`config.mk`:
```
export PLATFORM = sky130hd
export DESIGN_NAME = btm_lane
export DESIGN_NICKNAME = d
export VERILOG_FILES = /design/src/btm_pkg.sv /design/src/btm_lane.sv
export SDC_FILE = /design/constraint.sdc
export NUM_CORES = 1
export LEC_CHECK = 0
export ABC_CLOCK_PERIOD_IN_PS = 1000
export BUFFER_PORTS_ARGS = -buffer_cell sky130_fd_sc_hd__buf_2
export CAP_MARGIN = 30
export CORE_MARGIN = 2
export CORE_UTILIZATION = 33
export DETAILED_ROUTE_END_ITERATION = 8
export GPL_ROUTABILITY_DRIVEN = 0
export GPL_TIMING_DRIVEN = 0
export PLACE_DENSITY = 0.82
export SLEW_MARGIN = 25
export SYNTH_ARGS = -nofsm -noshare
export SYNTH_HDL_FRONTEND = slang
export SYNTH_SLANG_ARGS = --single-unit
export TNS_END_PERCENT = 10
```
`constraint.sdc`:
```
create_clock -name vclk -period 1
set_input_delay 0.05 -clock vclk [all_inputs]
set_output_delay 0.05 -clock vclk [all_outputs]
set_load 0.02 [all_outputs]
```
`src/btm_pkg.sv`:
```
// Package for the byte-tracked memory: opcodes, status codes, the bank entry
// layout and the request and response structs shared by the lanes and the top level.
// No dependencies.
package btm_pkg;

  // Eight byte banks serve any unaligned access of up to eight bytes in one look-up.
  localparam int unsigned BANKS            = 8;
  localparam int unsigned BANK_W           = 3;
  localparam int unsigned MAX_ACCESS_BYTES = 8;

  typedef enum logic [1:0] {
    OP_READ  = 2'd0,
    OP_WRITE = 2'd1,
    OP_IMAGE = 2'd2,
    OP_BAD   = 2'd3
  } opcode_t;

  typedef enum logic [1:0] {
    ST_DEFINED    = 2'd0,
    ST_SOME_UNDEF = 2'd1,
    ST_ALL_FREE   = 2'd2,
    ST_ERROR      = 2'd3
  } status_t;

  typedef enum logic [1:0] {
    S_CLEAR,
    S_IDLE,
    S_LOOK
  } state_t;

  // One byte of simulated memory as stored in a bank.
  typedef struct packed {
    logic       img_valid;
    logic       free;
    logic [7:0] img;
    logic [7:0] cur;
  } byte_ent_t;

  localparam int unsigned ENT_W = $bits(byte_ent_t);

  // Per-transaction controls that every lane sees.
  typedef struct packed {
    opcode_t op;
    logic    set_initial;
    logic    copy_free;
  } lane_req_t;

  typedef struct packed {
    logic      we;
    byte_ent_t wr_ent;
    logic [7:0] rd_byte;
    logic      undef;
  } lane_rsp_t;

  localparam logic [1:0] ADDR_FILL = 2'd0;

endpackage

```
`src/btm_lane.sv`:
```
// One byte lane: merges a bank entry read with the transaction and forms the
// write-back entry, the byte returned and the undefined flag. Uses btm_pkg.
module btm_lane
  import btm_pkg::*;
(
  input  lane_req_t  req,
  input  logic       en,
  input  logic [7:0] wr_byte,
  input  logic [7:0] fill_value,
  input  byte_ent_t  rd_ent,
  output lane_rsp_t  rsp
);

  logic [7:0] img_byte;

  always_comb begin
    img_byte    = rd_ent.img_valid ? rd_ent.img : fill_value;
    rsp.we      = 1'b0;
    rsp.wr_ent  = rd_ent;
    rsp.rd_byte = 8'd0;
    rsp.undef   = 1'b0;
    unique case (req.op)
      OP_WRITE: begin
        rsp.we         = en;
        rsp.wr_ent.cur  = wr_byte;
        rsp.wr_ent.free = 1'b0;
        if (req.set_initial) begin
          rsp.wr_ent.img       = wr_byte;
          rsp.wr_ent.img_valid = 1'b1;
        end
      end
      OP_READ: begin
        rsp.undef   = rd_ent.free;
        rsp.rd_byte = rd_ent.free ? img_byte : rd_ent.cur;
        if (rd_ent.free && req.copy_free) begin
          // Copy on read: a free byte takes the image or fill byte as contents.
          rsp.we          = en;
          rsp.wr_ent.cur  = img_byte;
          rsp.wr_ent.free = 1'b0;
        end
      end
      OP_IMAGE: begin
        rsp.rd_byte = img_byte;
      end
      default: begin
      end
    endcase
  end

endmodule

```
After elaboration in Yosys (flattened, before gate mapping)
Cells that the tools add are included.
{ "word_totals": {"regBits": 0, "in_bits": 39, "output_inout_bits": 28, "elab_cells": 18} }
{ "classes": {"n_eq_ne": 2, "mux": 14, "n_reduce_logical": 2} }
{ "op_table": {"columns": ["cell", "n"], "rows": [
  ["8-bit 2-to-1 mux", 5],
  ["8-bit case mux with 2 select lines", 2],
  ["1-bit 2-to-1 mux", 5],
  ["1-bit case mux with 2 select lines", 2],
  ["2-bit by 1-bit equality test with 1-bit output (second input constant)", 1],
  ["2-bit equality test (second input constant)", 1],
  ["2-bit zero test", 1],
  ["1-bit logical AND", 1]
]} }

Logic depth before layout (Yosys ltp)
{ "logic_depth": {"word_depth": 3, "ltp_mapped": 4, "ltp_nobuf": 3} }

Worst setup path after synthesis
OpenSTA, ideal clock, no wires.
{ "synth_timing": {"path_kind": "input to output", "start": "in rd_ent[17] in the netlist's numbering", "end": "out rsp[9] in the netlist's numbering", "arrival_ns": 0.888, "required_time_ns": 0.950, "setup_slack_ns": 0.062, "stages": 4, "path_buffers": 1, "path_cell_list": "buf_2 > mux2i_1 > nor2_1 > a221o_1"} }
{ "synth_rtl": {"columns": ["item", "line", "rtl"], "rows": [
  ["from (decl)", "btm_lane.sv:10", "input byte_ent_t rd_ent,"],
  ["to (decl)", "btm_lane.sv:11", "output lane_rsp_t rsp"]
]} }

==> results.tsv <==
stage	metric	value	unit
finish	Register Area	0	sq um
placed_design	IO Port Bufs	66	
setup_path	Worst EP required	0.95	ns
pwr	Seq pwr share	0	%
logic_synthesis	cell count after synthesis	65	
floorplanning	Die ar.	1820	sq um
pwr	Gate power share	100.0	%
grt	vias in the first global route	762	
sta	endpoints failing setup	19	
logic_synthesis	Post-Synth Simple-Gate Area	24.6	%
sta	Max Fclk	911	MHz
floorplanning	FP Rows	13	
pwr	leakage power	0.600	nW
grt	largest net degree at the start of global routing	10	
setup_path	CP Capture Type	output port	
sta	Worst Max-Slew Pin Slew	0.347	ns
logic_synthesis	Netlist cell types	21	
floorplanning	DIE HEIGHT	42.7	microns
pwr	Clock power frac	0	%
run_status	failing checks	negative setup slack	
pwr	power per standard cell area	572	nW/um^2
sta	minimum clock period	1.10	ns
finish	layout cells sized above 1	66.9	%
sta	setup tns final	-0.922	ns
floorplanning	core area	1350	sq um
detailed_routing	drt wl/cell	14.8	microns
pwr	Net Switching	0.305	mW
sta	final setup margin	-0.0979	ns
pwr	internal power	0.321	mW
sta	RSZ-0062 raised after global routing	true	
sta	final hold slack	0.410	ns
grt	Total GRT Usage	22.0	%
finish	net count reported at finish	180	
setup_path	Critical Path Fanout Max	4	
logic_synthesis	top cells by area, synth	mux2_4, a221o_1, mux2i_1	
pwr	switching share of power	48.7	%
run_status	status	finished, violations left	
finish	Syn-to-layout area delta	122	%
setup_path	Worst Setup Start Kind	input pin	
pwr	VDD IR max	346	uV
logic_synthesis	Cell Area, Synth	493	sq um
detailed_routing	via count	827	
detailed_routing	Final ANT Viol Nets	0	
sta	Tcrit/Tclk final	110	%
floorplanning	overall die width	42.7	microns
logic_synthesis	XOR/XNOR Fraction of Synth Area	0	%
logic_synthesis	compound-gate portion of the synthesized area	28.4	%
setup_path	WS Path Type	in -> out	
logic_synthesis	adder and majority gate portion of the synthesized area	0	%
logic_synthesis	sequential area share after synthesis	0	%
sta	slew margin rel.	76.9	%
detailed_routing	DR DRC count	0	
detailed_routing	starting DRC count in detailed routing	15	
floorplanning	Initial Util	36.5	%
floorplanning	IO Pins	67	
detailed_routing	drt pass-1 iters	4	
logic_synthesis	Synth Net Count	104	
grt	global-route wire length before repair	3220	microns
detailed_routing	vias per cell	5.37	
setup_path	crit path DAT	1.05	ns
finish	number of sequential cells	0	
logic_synthesis	leading area contributor after synthesis	mux2_4	
logic_synthesis	Synth Area per Inst	7.58	sq um
sta	Final Hold Viols	0	
run	Max-Cap Viols	0	
finish	number of fill cells	88	
finish	footprint of the multi-input gates	515	sq um
cts	CTS Hold Buffers Added	0	
logic_synthesis	mux cell area share after synthesis	40.6	%
grt	grt total ovfl	0	
detailed_routing	Total Wirelength	2280	microns
worst_hold_path	worst min path class	in -> out	
logic_synthesis	Yosys warning total	0	
finish	CLK BUF	0	
finish	Inserted Diodes	0	
logic_synthesis	main combinational cell family by area after synthesis	multiplexers	
sta	max-slew violations	0	
grt	initial antenna violation count	0	
logic_synthesis	share of Yosys cell area claimed by the top area cell type	24.4	%
==> final timing paths <==
| check | from | to | slack, ns | cells past startpoint |
|---|---|---|---|---|
| worst max-delay path | rd_ent[16] | rsp[12] | -0.1 | 6 |
| worst min-delay path | en | rsp[27] | 0.41 | 4 |
==> synthesized netlist by cell type (all sizes together) <==
cell	number
a21oi	1
a221o	8
buf	3
clkbuf	1
inv	1
mux2	8
mux2i	8
nand2	9
nand2b	1
nand4bb	1
nor2	10
nor2b	1
nor3	1
nor3b	1
o21a	1
o21ai	8
o21bai	1
or2	1
==> cell usage in the layout (no fill, tap or decap), types with 2 or more instances in the layout <==
master	Yosys	routed
o21ai_0	8	4
nor2_1	10	10
nand2_1	8	8
buf_8	0	2
mux2_4	8	8
a221o_1	8	8
buf_4	1	10
mux2i_1	8	8
buf_6	1	17
buf_2	1	48
o21ai_1	0	4
==> kinds of logic (layout without fill, tap and decap cells) <==
kind of cell / after synthesis / after routing
simple gates: 25 / 25
compound gates: 19 / 19
mux: 16 / 16
buf+inv: 5 / 79
==> per-stage QoR <==
stage | area [sq um] | cells | setup WS, ns | utilization (%) | power (mW)
2_1_floorplan | 493 | 65 | 0.0618 | - | 0.285
3_3_place_gp | 842 | 146 | -0.382 | 62.4 | 0.469
3_5_place_dp | 842 | 146 | -0.479 | 62.4 | 0.478
4_1_cts | 1050 | 154 | -0.0730 | 77.8 | 0.592
5_1_grt | 1090 | 154 | -0.124 | 81.1 | 0.657
6_report | 1090 | 154 | -0.0979 | 81.1 | 0.626
==> layer usage <==
metal,global-route usage [%],share of wire (%)
met5,0,0
met4,3.13,0.61
met3,1.28,11
met2,43.6,51
met1,25.7,37
==> worst max-delay path, cell delays in order <==
cell     delay, ns
buf_8         0.09
a21oi_2       0.05
or2_4         0.25
buf_6         0.13
a221o_1       0.34
buf_6         0.14
==> final cells by class <==
| cell class | count | area share [%] |
|---|---|---|
| repair buffers | 75 | 48.1 |
| plain buffers | 3 | 2.74 |
| multi-input cells | 60 | 47.1 |
| well taps | 15 | 1.71 |
| inverters | 1 | 0.343 |
==> power by group through the flow <==
| stage | logic, mW | registers (mW) | clock network [mW] |
|---|---|---|---|
| after floorplan | 0.285 | 0 | 0 |
| after global placement | 0.469 | 0 | 0 |
| after detailed placement | 0.478 | 0 | 0 |
| after CTS | 0.592 | 0 | 0 |
| after global routing | 0.657 | 0 | 0 |
| final | 0.626 | 0 | 0 |
==> repair_timing <==
item,in CTS,in global routing
pin swaps,12,3
buffers inserted,8,0
setup endpoints to repair,24,23
cloned,1,0
gates resized for setup,41,14
Note: power is estimated with default switching activity, not from simulation.
